===== src/rtl/pwqcb_pkg.sv =====
package pwqcb_pkg;

  localparam int MAX_TASKS_DEF   = 16;
  localparam int MAX_LEVEL_DEF   = 3;
  localparam int COOKIE_BITS_DEF = 16;

  localparam int ACT_W       = 2;
  localparam int SLOT_W      = 4;
  localparam int PRIO_W      = 2;
  localparam int IN_COOKIE_W = 16;
  localparam int LEN_W       = 5;
  localparam int MAXP_W      = 2;
  localparam int BATCH_W     = 8;
  localparam int CREDIT_W    = 7;
  localparam int CFG_IDX_W   = 1;
  localparam int CFG_DATA_W  = 8;
  localparam int WALL_CAP    = 16;
  localparam int RST_MAXP    = 2;
  localparam int RST_BATCH   = 16;

  typedef enum logic [ACT_W-1:0] {
    ACT_ENQ  = 2'd0,
    ACT_NEXT = 2'd1,
    ACT_WAKE = 2'd2,
    ACT_ALL  = 2'd3
  } action_t;

  typedef enum logic [CFG_IDX_W-1:0] {
    CFG_MAXP  = 1'b0,
    CFG_BATCH = 1'b1
  } cfg_idx_t;

  typedef enum logic [2:0] {
    B_IDLE,
    B_ENQ_SCAN,
    B_ENQ_GRP,
    B_PICK_SCAN,
    B_WALL,
    B_REM_INIT,
    B_REM_FIND,
    B_REM_GRP
  } bstate_t;

  typedef struct packed {
    action_t action;
    logic    slot_ok;
    logic    swp;
  } cmd_ctl_t;

  function automatic logic [MAXP_W-1:0] eff_max(input logic [MAXP_W-1:0] maxp,
                                                input logic [MAXP_W-1:0] top);
    return (maxp > top) ? top : maxp;
  endfunction

endpackage


===== src/rtl/pwqcb_front.sv =====
module pwqcb_front import pwqcb_pkg::*; #(
  parameter int MAX_TASKS   = MAX_TASKS_DEF,
  parameter int MAX_LEVEL   = MAX_LEVEL_DEF,
  parameter int COOKIE_BITS = COOKIE_BITS_DEF,
  localparam int IW = $clog2(MAX_TASKS),
  localparam int LW = $clog2(MAX_LEVEL + 1)
) (
  input  logic                    clk,
  input  logic                    rst_n,
  input  logic                    start,
  output logic                    busy,
  input  logic [ACT_W-1:0]        in_action,
  input  logic [SLOT_W-1:0]       in_task_slot,
  input  logic [PRIO_W-1:0]       in_priority_req,
  input  logic [IN_COOKIE_W-1:0]  in_owner_cookie,
  input  logic                    in_swapper,
  input  logic [MAXP_W-1:0]       max_priority,
  output logic                    cmd_valid,
  input  logic                    cmd_pop,
  output cmd_ctl_t                cmd_ctl,
  output logic [IW-1:0]           cmd_slot,
  output logic [LW-1:0]           cmd_lvl,
  output logic [COOKIE_BITS-1:0]  cmd_cookie
);

  cmd_ctl_t               ctl_r    [2];
  logic [IW-1:0]          slot_r   [2];
  logic [LW-1:0]          lvl_r    [2];
  logic [COOKIE_BITS-1:0] cookie_r [2];
  logic                   wptr_r, rptr_r;
  logic [1:0]             cnt_r;

  logic [MAXP_W-1:0] maxl;
  logic [MAXP_W-1:0] lvl_c;
  logic              push;
  cmd_ctl_t          ctl_c;

  assign busy = (cnt_r == 2'd2);
  assign push = start && !busy;
  assign maxl = eff_max(max_priority, MAXP_W'(MAX_LEVEL));

  always_comb begin
    if (maxl == '0) begin
      lvl_c = '0;
    end else begin
      lvl_c = (in_priority_req > maxl) ? maxl : in_priority_req;
    end
    ctl_c.action  = action_t'(in_action);
    ctl_c.slot_ok = (32'(in_task_slot) < MAX_TASKS);
    ctl_c.swp     = in_swapper;
  end

  always_ff @(posedge clk) begin
    if (!rst_n) begin
      wptr_r <= 1'b0;
      rptr_r <= 1'b0;
      cnt_r  <= '0;
    end else begin
      if (push) begin
        wptr_r <= ~wptr_r;
      end
      if (cmd_pop) begin
        rptr_r <= ~rptr_r;
      end
      cnt_r <= cnt_r + 2'(push) - 2'(cmd_pop);
    end
  end

  always_ff @(posedge clk) begin
    if (push) begin
      ctl_r[wptr_r]    <= ctl_c;
      slot_r[wptr_r]   <= IW'(in_task_slot);
      lvl_r[wptr_r]    <= LW'(lvl_c);
      cookie_r[wptr_r] <= COOKIE_BITS'(in_owner_cookie);
    end
  end

  assign cmd_valid  = (cnt_r != 2'd0);
  assign cmd_ctl    = ctl_r[rptr_r];
  assign cmd_slot   = slot_r[rptr_r];
  assign cmd_lvl    = lvl_r[rptr_r];
  assign cmd_cookie = cookie_r[rptr_r];

endmodule


===== src/rtl/pwqcb_back.sv =====
module pwqcb_back import pwqcb_pkg::*; #(
  parameter int MAX_TASKS   = MAX_TASKS_DEF,
  parameter int MAX_LEVEL   = MAX_LEVEL_DEF,
  parameter int COOKIE_BITS = COOKIE_BITS_DEF,
  localparam int IW = $clog2(MAX_TASKS),
  localparam int LW = $clog2(MAX_LEVEL + 1),
  localparam int NL = MAX_LEVEL + 1,
  localparam int CW = $clog2(MAX_TASKS + 1)
) (
  input  logic                    clk,
  input  logic                    rst_n,
  input  logic [MAXP_W-1:0]       max_priority,
  input  logic [BATCH_W-1:0]      batch_count,
  input  logic                    cmd_valid,
  output logic                    cmd_pop,
  input  cmd_ctl_t                cmd_ctl,
  input  logic [IW-1:0]           cmd_slot,
  input  logic [LW-1:0]           cmd_lvl,
  input  logic [COOKIE_BITS-1:0]  cmd_cookie,
  output logic                    o_valid,
  output logic                    o_woken_valid,
  output logic [IW-1:0]           o_slot,
  output logic                    o_last,
  output logic                    o_error,
  output logic [CW-1:0]           o_len
);

  localparam logic [LW-1:0] RST_LVL =
    LW'(eff_max(MAXP_W'(RST_MAXP), MAXP_W'(MAX_LEVEL)));

  bstate_t state_r, state_nxt;
  cmd_ctl_t ctl_r, ctl_nxt;
  logic [IW-1:0] slot_r, slot_nxt, walk_r, walk_nxt, prev_r, prev_nxt, tgt_r, tgt_nxt;
  logic prev_v_r, prev_v_nxt, wall_r, wall_nxt;
  logic [LW-1:0] lvl_r, lvl_nxt, scan_q_r, scan_q_nxt, scan_org_r, scan_org_nxt;
  logic [LW-1:0] wall_lvl_r, wall_lvl_nxt, cur_level_r, cur_level_nxt;
  logic [LW:0] scan_i_r, scan_i_nxt;
  logic [COOKIE_BITS-1:0] ck_r, ck_nxt, cur_cookie_r, cur_cookie_nxt;
  logic [LEN_W-1:0] wall_n_r, wall_n_nxt;
  logic [CW-1:0] fin_len_r, fin_len_nxt, count_r, count_nxt;
  logic [BATCH_W-1:0] batch_left_r, batch_left_nxt;
  logic [CREDIT_W-1:0] credit_r, credit_nxt;

  logic                   slot_queued_r [MAX_TASKS], slot_queued_nxt [MAX_TASKS];
  logic [LW-1:0]          slot_level_r [MAX_TASKS], slot_level_nxt [MAX_TASKS];
  logic [COOKIE_BITS-1:0] slot_cookie_r [MAX_TASKS], slot_cookie_nxt [MAX_TASKS];
  logic [IW-1:0]          slot_next_link_r [MAX_TASKS], slot_next_link_nxt [MAX_TASKS];
  logic                   shas_r [MAX_TASKS], shas_nxt [MAX_TASKS];
  logic                   ishead_r [MAX_TASKS], ishead_nxt [MAX_TASKS];
  logic [IW-1:0]          group_next_link_r [MAX_TASKS], group_next_link_nxt [MAX_TASKS];
  logic                   ghas_r [MAX_TASKS], ghas_nxt [MAX_TASKS];
  logic [IW-1:0]          lv_head_r [NL], lv_head_nxt [NL];
  logic [IW-1:0]          lv_tail_r [NL], lv_tail_nxt [NL];
  logic                   lv_valid_r [NL], lv_valid_nxt [NL];

  logic [LW-1:0] maxl;
  assign maxl = LW'(eff_max(max_priority, MAXP_W'(MAX_LEVEL)));
  assign cmd_pop = (state_r == B_IDLE) && cmd_valid;

  always_comb begin
    logic [IW-1:0] s, h, t, m;
    logic [LW-1:0] l, q;
    logic [BATCH_W-1:0] bl;
    logic [CREDIT_W-1:0] cr;
    logic [LW:0] i;
    logic [LEN_W-1:0] n;
    logic go_scan, go_rem, rem_fin, do_app, em, em_wv, em_last, em_err, wlast;
    logic [IW-1:0] rem_x, app_s;
    logic [LW-1:0] app_l;
    logic [CW-1:0] em_len;

    state_nxt = state_r;
    ctl_nxt = ctl_r;
    slot_nxt = slot_r;
    walk_nxt = walk_r;
    prev_nxt = prev_r;
    prev_v_nxt = prev_v_r;
    tgt_nxt = tgt_r;
    wall_nxt = wall_r;
    lvl_nxt = lvl_r;
    scan_q_nxt = scan_q_r;
    scan_org_nxt = scan_org_r;
    scan_i_nxt = scan_i_r;
    wall_lvl_nxt = wall_lvl_r;
    cur_level_nxt = cur_level_r;
    ck_nxt = ck_r;
    cur_cookie_nxt = cur_cookie_r;
    wall_n_nxt = wall_n_r;
    fin_len_nxt = fin_len_r;
    count_nxt = count_r;
    batch_left_nxt = batch_left_r;
    credit_nxt = credit_r;
    slot_queued_nxt = slot_queued_r;
    slot_level_nxt = slot_level_r;
    slot_cookie_nxt = slot_cookie_r;
    slot_next_link_nxt = slot_next_link_r;
    shas_nxt = shas_r;
    ishead_nxt = ishead_r;
    group_next_link_nxt = group_next_link_r;
    ghas_nxt = ghas_r;
    lv_head_nxt = lv_head_r;
    lv_tail_nxt = lv_tail_r;
    lv_valid_nxt = lv_valid_r;

    s = '0; h = '0; t = '0; m = '0; l = '0; q = '0; bl = '0; cr = '0; i = '0; n = '0;
    go_scan = 1'b0; go_rem = 1'b0; rem_fin = 1'b0; do_app = 1'b0;
    em = 1'b0; em_wv = 1'b0; em_last = 1'b1; em_err = 1'b0; wlast = 1'b0;
    rem_x = '0; app_s = '0; app_l = '0; em_len = count_r;

    case (state_r)
      B_IDLE: begin
        if (cmd_valid) begin
          ctl_nxt = cmd_ctl;
          slot_nxt = cmd_slot;
          lvl_nxt = cmd_lvl;
          ck_nxt = cmd_cookie;
          wall_nxt = 1'b0;
          s = cmd_slot;
          case (cmd_ctl.action)
            ACT_ENQ: begin
              if (!cmd_ctl.slot_ok) begin
                em = 1'b1;
              end else if (slot_queued_r[s]) begin
                em = 1'b1;
                em_err = 1'b1;
              end else begin
                slot_queued_nxt[s] = 1'b1;
                slot_cookie_nxt[s] = cmd_cookie;
                ghas_nxt[s] = 1'b0;
                slot_level_nxt[s] = cmd_lvl;
                count_nxt = count_r + CW'(1);
                em_len = count_r + CW'(1);
                if (maxl == '0 && cmd_ctl.swp) begin
                  ishead_nxt[s] = 1'b1;
                  if (lv_valid_r[0]) begin
                    slot_next_link_nxt[s] = lv_head_r[0];
                    shas_nxt[s] = 1'b1;
                  end else begin
                    shas_nxt[s] = 1'b0;
                    lv_tail_nxt[0] = s;
                    lv_valid_nxt[0] = 1'b1;
                  end
                  lv_head_nxt[0] = s;
                  em = 1'b1;
                end else if (maxl == '0 || !lv_valid_r[cmd_lvl]) begin
                  do_app = 1'b1;
                  app_l = cmd_lvl;
                  app_s = s;
                  em = 1'b1;
                end else begin
                  walk_nxt = lv_head_r[cmd_lvl];
                  state_nxt = B_ENQ_SCAN;
                end
              end
            end
            ACT_NEXT: begin
              if (maxl == '0) begin
                if (lv_valid_r[0]) begin
                  go_rem = 1'b1;
                  rem_x = lv_head_r[0];
                end else begin
                  em = 1'b1;
                end
              end else begin
                l = cur_level_r;
                go_scan = 1'b1;
                if (lv_valid_r[l]) begin
                  t = lv_head_r[l];
                  if (cur_cookie_r == slot_cookie_r[t]) begin
                    bl = batch_left_r - BATCH_W'(1);
                    batch_left_nxt = bl;
                    if (bl != '0) begin
                      go_scan = 1'b0;
                      go_rem = 1'b1;
                      rem_x = t;
                    end else if (t != lv_tail_r[l]) begin
                      lv_head_nxt[l] = slot_next_link_r[t];
                      shas_nxt[t] = 1'b0;
                      slot_next_link_nxt[lv_tail_r[l]] = t;
                      shas_nxt[lv_tail_r[l]] = 1'b1;
                      lv_tail_nxt[l] = t;
                    end
                  end
                  if (go_scan) begin
                    cr = credit_r - CREDIT_W'(1);
                    credit_nxt = cr;
                    if (cr != '0) begin
                      cur_cookie_nxt = slot_cookie_r[t];
                      batch_left_nxt = batch_count;
                      go_scan = 1'b0;
                      go_rem = 1'b1;
                      rem_x = t;
                    end
                  end
                end
                if (go_scan) begin
                  scan_org_nxt = l;
                  scan_q_nxt = l;
                  scan_i_nxt = '0;
                  state_nxt = B_PICK_SCAN;
                end
              end
            end
            ACT_WAKE: begin
              if (cmd_ctl.slot_ok && slot_queued_r[s]) begin
                go_rem = 1'b1;
                rem_x = s;
              end else begin
                em = 1'b1;
              end
            end
            default: begin
              if (count_r == '0) begin
                em = 1'b1;
              end else begin
                fin_len_nxt = (32'(count_r) > WALL_CAP) ? count_r - CW'(WALL_CAP) : '0;
                wall_nxt = 1'b1;
                wall_n_nxt = '0;
                wall_lvl_nxt = LW'(MAX_LEVEL);
                state_nxt = B_WALL;
              end
            end
          endcase
        end
      end

      B_ENQ_SCAN: begin
        h = walk_r;
        if (slot_cookie_r[h] == ck_r) begin
          state_nxt = B_ENQ_GRP;
        end else if (!shas_r[h]) begin
          do_app = 1'b1;
          app_l = lvl_r;
          app_s = slot_r;
          em = 1'b1;
        end else begin
          walk_nxt = slot_next_link_r[h];
        end
      end

      B_ENQ_GRP: begin
        t = walk_r;
        if (ghas_r[t]) begin
          walk_nxt = group_next_link_r[t];
        end else begin
          group_next_link_nxt[t] = slot_r;
          ghas_nxt[t] = 1'b1;
          ishead_nxt[slot_r] = 1'b0;
          shas_nxt[slot_r] = 1'b0;
          em = 1'b1;
        end
      end

      B_PICK_SCAN: begin
        q = (scan_q_r == '0) ? maxl : scan_q_r - LW'(1);
        i = scan_i_r + (LW+1)'(1);
        scan_q_nxt = q;
        scan_i_nxt = i;
        if (lv_valid_r[q]) begin
          cur_level_nxt = q;
          credit_nxt = CREDIT_W'(1) << {q, 1'b0};
          cur_cookie_nxt = slot_cookie_r[lv_head_r[q]];
          batch_left_nxt = batch_count;
          go_rem = 1'b1;
          rem_x = lv_head_r[q];
        end else if (q == scan_org_r || 32'(i) == NL) begin
          cur_level_nxt = maxl;
          credit_nxt = CREDIT_W'(1) << {maxl, 1'b0};
          cur_cookie_nxt = '0;
          batch_left_nxt = batch_count;
          em = 1'b1;
        end
      end

      B_WALL: begin
        if (lv_valid_r[wall_lvl_r]) begin
          go_rem = 1'b1;
          rem_x = lv_head_r[wall_lvl_r];
        end else begin
          wall_lvl_nxt = wall_lvl_r - LW'(1);
        end
      end

      B_REM_INIT: begin
        walk_nxt = lv_head_r[slot_level_r[tgt_r]];
        prev_v_nxt = 1'b0;
        state_nxt = B_REM_FIND;
      end

      B_REM_FIND: begin
        s = tgt_r;
        l = slot_level_r[s];
        h = walk_r;
        if (ishead_r[s]) begin
          if (h == s) begin
            rem_fin = 1'b1;
            if (ghas_r[s]) begin
              m = group_next_link_r[s];
              ishead_nxt[m] = 1'b1;
              slot_next_link_nxt[m] = slot_next_link_r[s];
              shas_nxt[m] = shas_r[s];
              if (!prev_v_r) begin
                lv_head_nxt[l] = m;
              end else begin
                slot_next_link_nxt[prev_r] = m;
              end
              if (lv_tail_r[l] == s) begin
                lv_tail_nxt[l] = m;
              end
            end else begin
              if (!prev_v_r) begin
                if (shas_r[s]) begin
                  lv_head_nxt[l] = slot_next_link_r[s];
                end else begin
                  lv_valid_nxt[l] = 1'b0;
                end
              end else begin
                slot_next_link_nxt[prev_r] = slot_next_link_r[s];
                shas_nxt[prev_r] = shas_r[s];
                if (lv_tail_r[l] == s) begin
                  lv_tail_nxt[l] = prev_r;
                end
              end
            end
          end else begin
            prev_nxt = h;
            prev_v_nxt = 1'b1;
            walk_nxt = slot_next_link_r[h];
          end
        end else if (slot_cookie_r[h] == slot_cookie_r[s]) begin
          prev_nxt = h;
          state_nxt = B_REM_GRP;
        end else begin
          walk_nxt = slot_next_link_r[h];
        end
      end

      B_REM_GRP: begin
        s = tgt_r;
        t = walk_r;
        if (ghas_r[t] && group_next_link_r[t] == s) begin
          group_next_link_nxt[t] = group_next_link_r[s];
          ghas_nxt[t] = ghas_r[s];
          rem_fin = 1'b1;
        end else if (ghas_r[t]) begin
          walk_nxt = group_next_link_r[t];
        end else begin
          walk_nxt = slot_next_link_r[prev_r];
          state_nxt = B_REM_FIND;
        end
      end

      default: begin
        state_nxt = B_IDLE;
      end
    endcase

    if (do_app) begin
      ishead_nxt[app_s] = 1'b1;
      shas_nxt[app_s] = 1'b0;
      if (lv_valid_r[app_l]) begin
        slot_next_link_nxt[lv_tail_r[app_l]] = app_s;
        shas_nxt[lv_tail_r[app_l]] = 1'b1;
      end else begin
        lv_head_nxt[app_l] = app_s;
        lv_valid_nxt[app_l] = 1'b1;
      end
      lv_tail_nxt[app_l] = app_s;
    end

    if (go_rem) begin
      tgt_nxt = rem_x;
      state_nxt = B_REM_INIT;
    end

    if (em) begin
      state_nxt = B_IDLE;
    end

    if (rem_fin) begin
      slot_queued_nxt[tgt_r] = 1'b0;
      ishead_nxt[tgt_r] = 1'b0;
      shas_nxt[tgt_r] = 1'b0;
      ghas_nxt[tgt_r] = 1'b0;
      count_nxt = count_r - CW'(1);
      em = 1'b1;
      em_wv = 1'b1;
      if (wall_r) begin
        n = wall_n_r + LEN_W'(1);
        wall_n_nxt = n;
        wlast = (32'(n) == WALL_CAP) || (count_r == CW'(1));
        em_last = wlast;
        em_len = fin_len_r;
        state_nxt = wlast ? B_IDLE : B_WALL;
      end else begin
        em_len = count_r - CW'(1);
        state_nxt = B_IDLE;
      end
    end

    o_valid = em;
    o_woken_valid = em_wv;
    o_slot = em_wv ? tgt_r : '0;
    o_last = em_last;
    o_error = em_err;
    o_len = em_len;
  end

  always_ff @(posedge clk) begin
    if (!rst_n) begin
      state_r <= B_IDLE;
      count_r <= '0;
      cur_level_r <= RST_LVL;
      credit_r <= CREDIT_W'(1) << {RST_LVL, 1'b0};
      cur_cookie_r <= '0;
      batch_left_r <= BATCH_W'(RST_BATCH);
      wall_r <= 1'b0;
      for (int k = 0; k < MAX_TASKS; k++) begin
        slot_queued_r[k] <= 1'b0;
      end
      for (int k = 0; k < NL; k++) begin
        lv_valid_r[k] <= 1'b0;
      end
    end else begin
      state_r <= state_nxt;
      count_r <= count_nxt;
      cur_level_r <= cur_level_nxt;
      credit_r <= credit_nxt;
      cur_cookie_r <= cur_cookie_nxt;
      batch_left_r <= batch_left_nxt;
      wall_r <= wall_nxt;
      slot_queued_r <= slot_queued_nxt;
      lv_valid_r <= lv_valid_nxt;
    end
  end

  always_ff @(posedge clk) begin
    ctl_r <= ctl_nxt;
    slot_r <= slot_nxt;
    walk_r <= walk_nxt;
    prev_r <= prev_nxt;
    prev_v_r <= prev_v_nxt;
    tgt_r <= tgt_nxt;
    lvl_r <= lvl_nxt;
    scan_q_r <= scan_q_nxt;
    scan_org_r <= scan_org_nxt;
    scan_i_r <= scan_i_nxt;
    wall_lvl_r <= wall_lvl_nxt;
    ck_r <= ck_nxt;
    wall_n_r <= wall_n_nxt;
    fin_len_r <= fin_len_nxt;
    slot_level_r <= slot_level_nxt;
    slot_cookie_r <= slot_cookie_nxt;
    slot_next_link_r <= slot_next_link_nxt;
    shas_r <= shas_nxt;
    ishead_r <= ishead_nxt;
    group_next_link_r <= group_next_link_nxt;
    ghas_r <= ghas_nxt;
    lv_head_r <= lv_head_nxt;
    lv_tail_r <= lv_tail_nxt;
  end

endmodule


===== src/rtl/priority_wait_queue_cookie_batching.sv =====
// An enqueue walks the level list (level list walk); a wake next scans the levels, then walks
// for the predecessor (level scan, then predecessor walk); a wake-all removes queued tasks
// in turn, up to WALL_CAP, one result per removal. The back sequencer takes a new beat only
// after it has finished the last one. A two-entry command queue takes beats while the back works.
// Results are strobed for one cycle, in the cycle after the back finishes each removal.
// Synchronous reset empties all levels and reloads scan state from the reset constants.
module priority_wait_queue_cookie_batching import pwqcb_pkg::*; #(
  parameter int MAX_TASKS   = MAX_TASKS_DEF,
  parameter int MAX_LEVEL   = MAX_LEVEL_DEF,
  parameter int COOKIE_BITS = COOKIE_BITS_DEF
) (
  input  logic                   clk,
  input  logic                   rst_n,
  input  logic                   start,
  output logic                   busy,
  input  logic [ACT_W-1:0]       in_action,
  input  logic [SLOT_W-1:0]      in_task_slot,
  input  logic [PRIO_W-1:0]      in_priority_req,
  input  logic [IN_COOKIE_W-1:0] in_owner_cookie,
  input  logic                   in_swapper,
  output logic                   out_valid,
  output logic                   out_woken_valid,
  output logic [SLOT_W-1:0]      out_woken_slot,
  output logic                   out_last,
  output logic                   out_error,
  output logic [LEN_W-1:0]       out_queue_length,
  input  logic                   cfg_we,
  input  logic [CFG_IDX_W-1:0]   cfg_index,
  input  logic [CFG_DATA_W-1:0]  cfg_wdata
);

  localparam int IW = $clog2(MAX_TASKS);
  localparam int LW = $clog2(MAX_LEVEL + 1);
  localparam int CW = $clog2(MAX_TASKS + 1);

  logic [MAXP_W-1:0]      max_priority_r;
  logic [BATCH_W-1:0]     batch_count_r;
  logic                   cmd_valid, cmd_pop;
  cmd_ctl_t               cmd_ctl;
  logic [IW-1:0]          cmd_slot;
  logic [LW-1:0]          cmd_lvl;
  logic [COOKIE_BITS-1:0] cmd_cookie;
  logic                   o_valid, o_wv, o_last, o_err;
  logic [IW-1:0]          o_slot;
  logic [CW-1:0]          o_len;
  logic                   out_valid_r, out_wv_r, out_last_r, out_err_r;
  logic [IW-1:0]          out_slot_r;
  logic [CW-1:0]          out_len_r;

  always_ff @(posedge clk) begin
    if (!rst_n) begin
      max_priority_r <= MAXP_W'(RST_MAXP);
      batch_count_r <= BATCH_W'(RST_BATCH);
    end else if (cfg_we) begin
      case (cfg_idx_t'(cfg_index))
        CFG_MAXP:  max_priority_r <= cfg_wdata[MAXP_W-1:0];
        CFG_BATCH: batch_count_r <= cfg_wdata[BATCH_W-1:0];
        default:   max_priority_r <= max_priority_r;
      endcase
    end
  end

  pwqcb_front #(
    .MAX_TASKS(MAX_TASKS), .MAX_LEVEL(MAX_LEVEL), .COOKIE_BITS(COOKIE_BITS)
  ) u_front (
    .clk, .rst_n, .start, .busy,
    .in_action, .in_task_slot, .in_priority_req, .in_owner_cookie, .in_swapper,
    .max_priority(max_priority_r),
    .cmd_valid, .cmd_pop, .cmd_ctl, .cmd_slot, .cmd_lvl, .cmd_cookie
  );

  pwqcb_back #(
    .MAX_TASKS(MAX_TASKS), .MAX_LEVEL(MAX_LEVEL), .COOKIE_BITS(COOKIE_BITS)
  ) u_back (
    .clk, .rst_n,
    .max_priority(max_priority_r), .batch_count(batch_count_r),
    .cmd_valid, .cmd_pop, .cmd_ctl, .cmd_slot, .cmd_lvl, .cmd_cookie,
    .o_valid, .o_woken_valid(o_wv), .o_slot, .o_last, .o_error(o_err), .o_len
  );

  always_ff @(posedge clk) begin
    if (!rst_n) begin
      out_valid_r <= 1'b0;
    end else begin
      out_valid_r <= o_valid;
    end
  end

  always_ff @(posedge clk) begin
    out_wv_r <= o_wv;
    out_slot_r <= o_slot;
    out_last_r <= o_last;
    out_err_r <= o_err;
    out_len_r <= o_len;
  end

  assign out_valid        = out_valid_r;
  assign out_woken_valid  = out_wv_r;
  assign out_woken_slot   = SLOT_W'(out_slot_r);
  assign out_last         = out_last_r;
  assign out_error        = out_err_r;
  assign out_queue_length = LEN_W'(out_len_r);

endmodule


===== config.mk =====
export PLATFORM = sky130hd
export DESIGN_NAME = priority_wait_queue_cookie_batching
export DESIGN_NICKNAME = d
export VERILOG_FILES = /design/src/rtl/pwqcb_pkg.sv /design/src/rtl/pwqcb_front.sv /design/src/rtl/pwqcb_back.sv /design/src/rtl/priority_wait_queue_cookie_batching.sv
export SDC_FILE = /design/constraint.sdc
export NUM_CORES = 2
export LEC_CHECK = 0
export CORE_ASPECT_RATIO = 0.6
export CORE_MARGIN = 2
export CORE_UTILIZATION = 51
export CTS_CLUSTER_DIAMETER = 100
export DETAILED_ROUTE_END_ITERATION = 8
export DONT_BUFFER_PORTS = 1
export PLACE_DENSITY = 0.66
export SLEW_MARGIN = 40
export SYNTH_ARGS = -nofsm -noshare
export SYNTH_HDL_FRONTEND = slang
export SYNTH_SLANG_ARGS = --single-unit

===== constraint.sdc =====
create_clock -name clk -period 8.58 [get_ports clk]
set_clock_uncertainty 0.15 [all_clocks]
set_input_delay 0.429 -clock clk [delete_from_list [all_inputs] [get_ports clk]]
set_output_delay 0.429 -clock clk [all_outputs]
set_load 0.03 [all_outputs]

# Word-level counts from Yosys, hierarchy flattened

Memory sizes are Yosys's and may differ from the RTL's. A register that Yosys moved wholly into a read port is not among the register bits.
Cells that the tools add are included.

Flip-flop bits (word level): 639
Bits in writable memories: 50
Input bits: 38
Output and inout bits: 14
Logic and storage cells: 873
Memories: 4

Add/sub/neg operators: 11
Order comparisons: 33
Equal/unequal tests: 62
Shift-type cells: 2
Mux-type cells: 481
Bitwise logic cells: 50
Reductions and logical operators: 59

Memories:

| memory           | words | width | read ports | clocked after memory_dff | write ports | RTL line          | text |
|---|---|---|---|---|---|---|---|
| u_front.cookie_r | 2     | 16    | 1          | 1                        | 1           | pwqcb_front.sv:29 | `logic [COOKIE_BITS-1:0] cookie_r [2];` |
| u_front.slot_r   | 2     | 4     | 1          | 1                        | 1           | pwqcb_front.sv:27 | `logic [IW-1:0] slot_r [2];` |
| u_front.ctl_r    | 2     | 3     | 1          | 1                        | 1           | pwqcb_front.sv:26 | `cmd_ctl_t ctl_r [2];` |
| u_front.lvl_r    | 2     | 2     | 1          | 1                        | 1           | pwqcb_front.sv:28 | `logic [LW-1:0] lvl_r [2];` |

Operators by type and width:

| kind               | number |
|---|---|
| $mux 16            | 86 |
| $mux 64            | 19 |
| $bwmux 64          | 8 |
| $pmux 64 s2        | 3 |
| $mux 4             | 87 |
| $bmux 16 s4        | 4 |
| $bwmux 256         | 1 |
| $bwmux 16          | 11 |
| $and 16x16->16     | 10 |
| $pmux 16 s3        | 3 |
| $or 16x16->16      | 8 |
| $pmux 16 s2        | 4 |
| $mux 1             | 103 |
| $bmux 4 s4         | 6 |
| $demux 4 s4        | 6 |
| $not 16->16        | 5 |
| $mux 8             | 9 |
| $mux 5             | 14 |
| $mux 3             | 23 |
| $bmux 4 s2         | 8 |
| $demux 16 s4       | 1 |
| $ge 5x5->1 const B | 11 |
| $not 4->5          | 11 |
| $lt 5x1->1 const B | 10 |
| 86 further kinds   | 247 |

# Depth between registers and ports, before layout

Depth after elaboration: 29
Mapped depth: 21
Mapped depth without buffers: 14

# Cells and area by module

Synthesis repeated with hierarchy kept, for this count alone.

Cell total of the unflattened synthesis: 4955
Area, all modules: 49851.6 sq um

By module, submodules not included:

| module                              | times used | cells an instance | area each (sq um) | seq. area each (sq um) |
|---|---|---|---|---|
| pwqcb_back                          | 1          | 4775              | 47028.9           | 16265.6 |
| pwqcb_front                         | 1          | 120               | 2144.6            | 1601.5 |
| priority_wait_queue_cookie_batching | 1          | 60                | 678.2             | 460.4 |

# Worst setup path after synthesis

Ideal clock, no wire load.

Kind: register to register
Start point: reg with a tool-made name
End point: reg u_back.slot_next_link_r[24] (netlist name)
Library setup time: 0.121 ns
Data arrival time: 5.458 ns
Required time: 8.309 ns
Setup slack: 2.851 ns
Stages on the path, launching flop included: 22
Path buffers: 9
Clock period less this slack: 5.729 ns
Cell sequence: dfxtp_1 > buf_2 > buf_1 > buf_1 > buf_1 > mux2i_1 > ha_1 > clkbuf_1 > nor2_1 > nor2_1 > nand3_1 > or4_1 > clkbuf_1 > nor2_2 > or2_0 > buf_2 > o211ai_1 > and2_1 > clkbuf_1 > or4_1 > buf_2 > mux2_4

RTL lines:

| item                 | RTL line          | text |
|---|---|---|
| end signal, assigned | pwqcb_back.sv:454 | `slot_next_link_r <= slot_next_link_nxt;` |
| end, declared        | pwqcb_back.sv:47  | `logic [IW-1:0] slot_next_link_r [MAX_TASKS], slot_next_link_nxt [MAX_TASKS];` |

==> summary.txt <==
Finish
  • Most common library cell in the layout ignoring fill and taps: sky130_fd_sc_hd__edfxtp_1
  • Area Overhead vs Synth: 10.50%
  • Filler instances: 8109
  • Multi-input gate area: 0.02975 mm^2
  • Proportion of layout cells with a drive suffix above 1: 17.75%
  • Total Nets Final: 4862
  • FF+latch area: 0.01833 mm^2
  • Commonest cells after routing, fill and taps aside: sky130_fd_sc_hd__edfxtp_1 (451), sky130_fd_sc_hd__mux2i_1 (416), sky130_fd_sc_hd__nand2_1 (403)

Floorplan
  • Placeable core area: 0.09634 mm^2
  • Vert. Die Dim: 245.7 um
  • IO Count: 52
  • Row Count: 88
  • Die Footprint: 0.09996 mm^2
  • Die width: 406.8 um
  • Initial core utilization: 51.54%

Worst setup path
  • Largest incremental delay on the critical path: 770 ps
  • Arrival time of data at the critical path endpoint: 7680 ps
  • CP max stage cell: sky130_fd_sc_hd__nor2b_2
  • Largest fanout on the critical path: 26
  • Kind of start point of the critical path: register
  • Kind of end point of the critical path: register
  • Number of buffers and inverters on the critical path: 3
  • Worst path cell trace: buf_4 > mux4_4 > buf_4 > nor2b_2 > a22oi_1 > nand3_1 > nor3b_1 > a32oi_1 > a2111oi_1 > buf_4 > and3_1 > nand4_1 > o221ai_1 > o211ai_1 > mux2_4
  • Cell family with most CP delay: simple AND/OR/NAND/NOR gates
  • Crit path kind: register to register
  • Most common cell on crit path: sky130_fd_sc_hd__buf_4
  • Req. time, crit path: 9010 ps

Clocking
  • # clock sinks: 690
  • Clock transition at the registers of the reported paths: 70 ps
  • # Post-CTS Setup Buffers: 0
  • Clock latency of the later-clocked register in the worst-skew pair: 720 ps
  • Cell at the root of the clock tree: sky130_fd_sc_hd__clkbuf_16
  • CTS-repair resized insts: 0
  • CTS tree: done
  • Hold bufs inserted after CTS: 54
  • H-tree lvl count: 3
  • CTS Buffer Depth: 3
  • Cts bufs inserted: 71

Drt
  • Total iterations of the first detailed-routing run: 9
  • Routed Wire Length: 246900 um
  • Drt drc: 14
  • Average via count per standard cell: 7.807
  • Avg WL per Cell: 39.96 um
  • Via Count: 48233
  • DRC marker count from the first detailed-route iteration: 10000
  • Post-route ant nets: 0

STA
  • Setup repair after global routing missed its margin: false
  • Slew headroom: 32.17%
  • Total Neg Setup Slack: 0 ps
  • Clock period minus final worst setup slack: 7246 ps
  • Total count of hold-check failures in the final report: 0
  • FMAX: 138.0 MHz
  • Share of the cycle needed by the critical path after routing: 84.45%
  • Worst hold slack: 102.1 ps
  • Transition at the pin with the smallest max-transition slack: 1014 ps
  • Final number of max-transition violations: 0
  • Final count of negative-setup-slack endpoints: 0

Yosys
  • Compound-Gate Fraction of Synth Area: 18.61%
  • Portion of netlist area occupied by mux cells: 25.04%
  • Most used flip-flop cell after synthesis: sky130_fd_sc_hd__edfxtp_1
  • Count of mapped cells out of synthesis: 4899
  • EDFF count, synth: 451
  • Total standard cell area after synthesis: 0.04966 mm^2
  • Synthesized netlist net count: 4957
  • Share of the synthesized netlist area taken by xor and xnor gates: 1.993%
  • Sequential share of the synthesized area: 36.91%
  • Synthesized-area fraction occupied by adder cells: 0.5040%
  • Synthesized area divided by synthesized cell count: 10.14 um^2
  • Share of synthesized cell area in and, or, nand and nor gates: 12.82%
  • Number of synthesis warnings: 0
  • Synth unique cells: 93
  • Share of flip-flops with an asynchronous set or reset after synthesis: 0%
  • Count of state elements after synthesis: 690
  • Largest family of logic cells by synthesized area: multiplexers

Worst hold path
  • Hold crit path type: primary input to register

Global route
  • Global-route wire length before repair: 338300 um
  • Initial antenna violation count: 23
  • Maximum number of pins on one net before global-route repair: 79
  • Overall track demand over capacity in global routing: 48.30%
  • GRT Residual Overflow: 0
  • Vias in the first global route: 42309

Power
  • Total power density per cell area: 301.6 mW/mm^2
  • Peak ir drop on the vdd network: 246.4 uV
  • Leakage power summed over all cells: 17.89 nW

Outcome
  • Failing checks: DRC
  • Run status: finished, violations left

Placement
  • # port buffers: 0
  • HPWL Detailed: 176400 um
  • Weighted congestion reported at the end of routability-driven placement: 1.091

Run
  • Max-cap viol count: 0
final cells by class:
cell class / instances / share of cell area [%]
clock buffers: 85 / 3.407
repair buffers: 265 / 4.371
multi-input cells: 3696 / 54.22
clock inverters: 46 / 1.019
inverters: 80 / 0.5473
diodes: 11 / 0.05017
well taps: 1305 / 2.976
flip-flops and latches: 690 / 33.41
sequential cells by signal, indices dropped and copies added, names as in the netlist, 32 cells and up, named ones only:
name	cells
u_back.slot_cookie_r	256
u_front.cookie_r	32
u_back.slot_level_r	32
u_back.group_next_link_r	64
u_back.slot_next_link_r	64
worst reg2reg max path, delay by kind of cell, from the launching register on:
family | cells | cell delay [ps]
muxes | 2 | 940
buffers and inverters | 3 | 1140
and+or+nand+nor | 5 | 2710
AOI/OAI and AO/OA | 5 | 1470
DFF | 1 | 720
per-stage QoR:
step | util [%] | std cells | setup WS (ps) | cell area [um^2] | total power [mW]
finish | 56.95 | 6178 | 1334 | 54870 | 16.55
CTS | 56.86 | 6166 | 1582 | 54780 | 15.80
global route | 56.95 | 6175 | 1353 | 54860 | 16.72
detailed placement | 53.77 | 5981 | 1638 | 51800 | 12.42
floorplan | - | 4899 | 2851 | 49660 | 9.358
global placement | 53.25 | 5962 | 1238 | 51300 | 12.36
report_power, final:
part / switching [mW] / total (mW) / internal (mW)
Clock: 1.57 / 3.41 / 1.84
Sequential: 0.809 / 4.96 / 4.15
Combinational: 5.49 / 8.18 / 2.69
Yosys cell counts (69+ instances only):
cell / instances / area share, %
sky130_fd_sc_hd__a22oi_1: 94 / 1.4
sky130_fd_sc_hd__o221ai_1: 69 / 1.2
sky130_fd_sc_hd__nor2_1: 434 / 3.3
sky130_fd_sc_hd__edfxtp_1: 451 / 27
sky130_fd_sc_hd__nand2_1: 404 / 3.1
sky130_fd_sc_hd__clkbuf_1: 296 / 2.2
sky130_fd_sc_hd__buf_1: 69 / 0.52
sky130_fd_sc_hd__dfxtp_1: 239 / 9.6
sky130_fd_sc_hd__mux4_2: 312 / 14
sky130_fd_sc_hd__mux2i_1: 420 / 8.5
sky130_fd_sc_hd__inv_1: 75 / 0.57
sky130_fd_sc_hd__o21ai_0: 274 / 2.8
sky130_fd_sc_hd__nor2b_1: 109 / 1.4
sky130_fd_sc_hd__mux2_2: 80 / 1.8
sky130_fd_sc_hd__a211oi_1: 172 / 2.6
sky130_fd_sc_hd__nor3_1: 87 / 0.88
sky130_fd_sc_hd__nand3_1: 93 / 0.94
sky130_fd_sc_hd__a21oi_1: 281 / 2.8
cell families (layout without fill, tap and decap cells):
| group | after synthesis | count (layout) |
|---|---|---|
| and+or+nand+nor | 1366 | 1366 |
| AOI/OAI and AO/OA | 1364 | 1364 |
| muxes | 832 | 832 |
| DFF | 690 | 690 |
| buffers and inverters | 513 | 476 |
| xor gates and xnor gates | 113 | 113 |
| adders and majority gates | 20 | 20 |
| other | 1 | 12 |
layer usage:
| layer | GRT usage (%) | vias up | share of wire (%) | wire length, um |
|---|---|---|---|---|
| met1 | 71.31 | 23662 | 41 | 99990 |
| met2 | 54.96 | 4904 | 34 | 84740 |
| met3 | 31.18 | 589 | 22 | 53220 |
| met4 | 11.81 | 50 | 2.9 | 7189 |
| met5 | 11.16 | - | 0.71 | 1744 |
| li1 | - | 19028 | - | - |
worst paths after layout:
path | from | to | slack, ps | depth (start not counted)
worst max-delay path | u_back.cur_level_r[1] | u_back.slot_next_link_r[0] | 1330 | 15
worst min-delay path | in_priority_req[1] | u_front.lvl_r[1][0] | 100 | 4
worst min register to register | batch_count_r[5] | batch_count_r[5] | 330 | 2
worst max register to register | u_back.cur_level_r[1] | u_back.slot_next_link_r[0] | 1330 | 15
(Power assumes the default switching activity.)
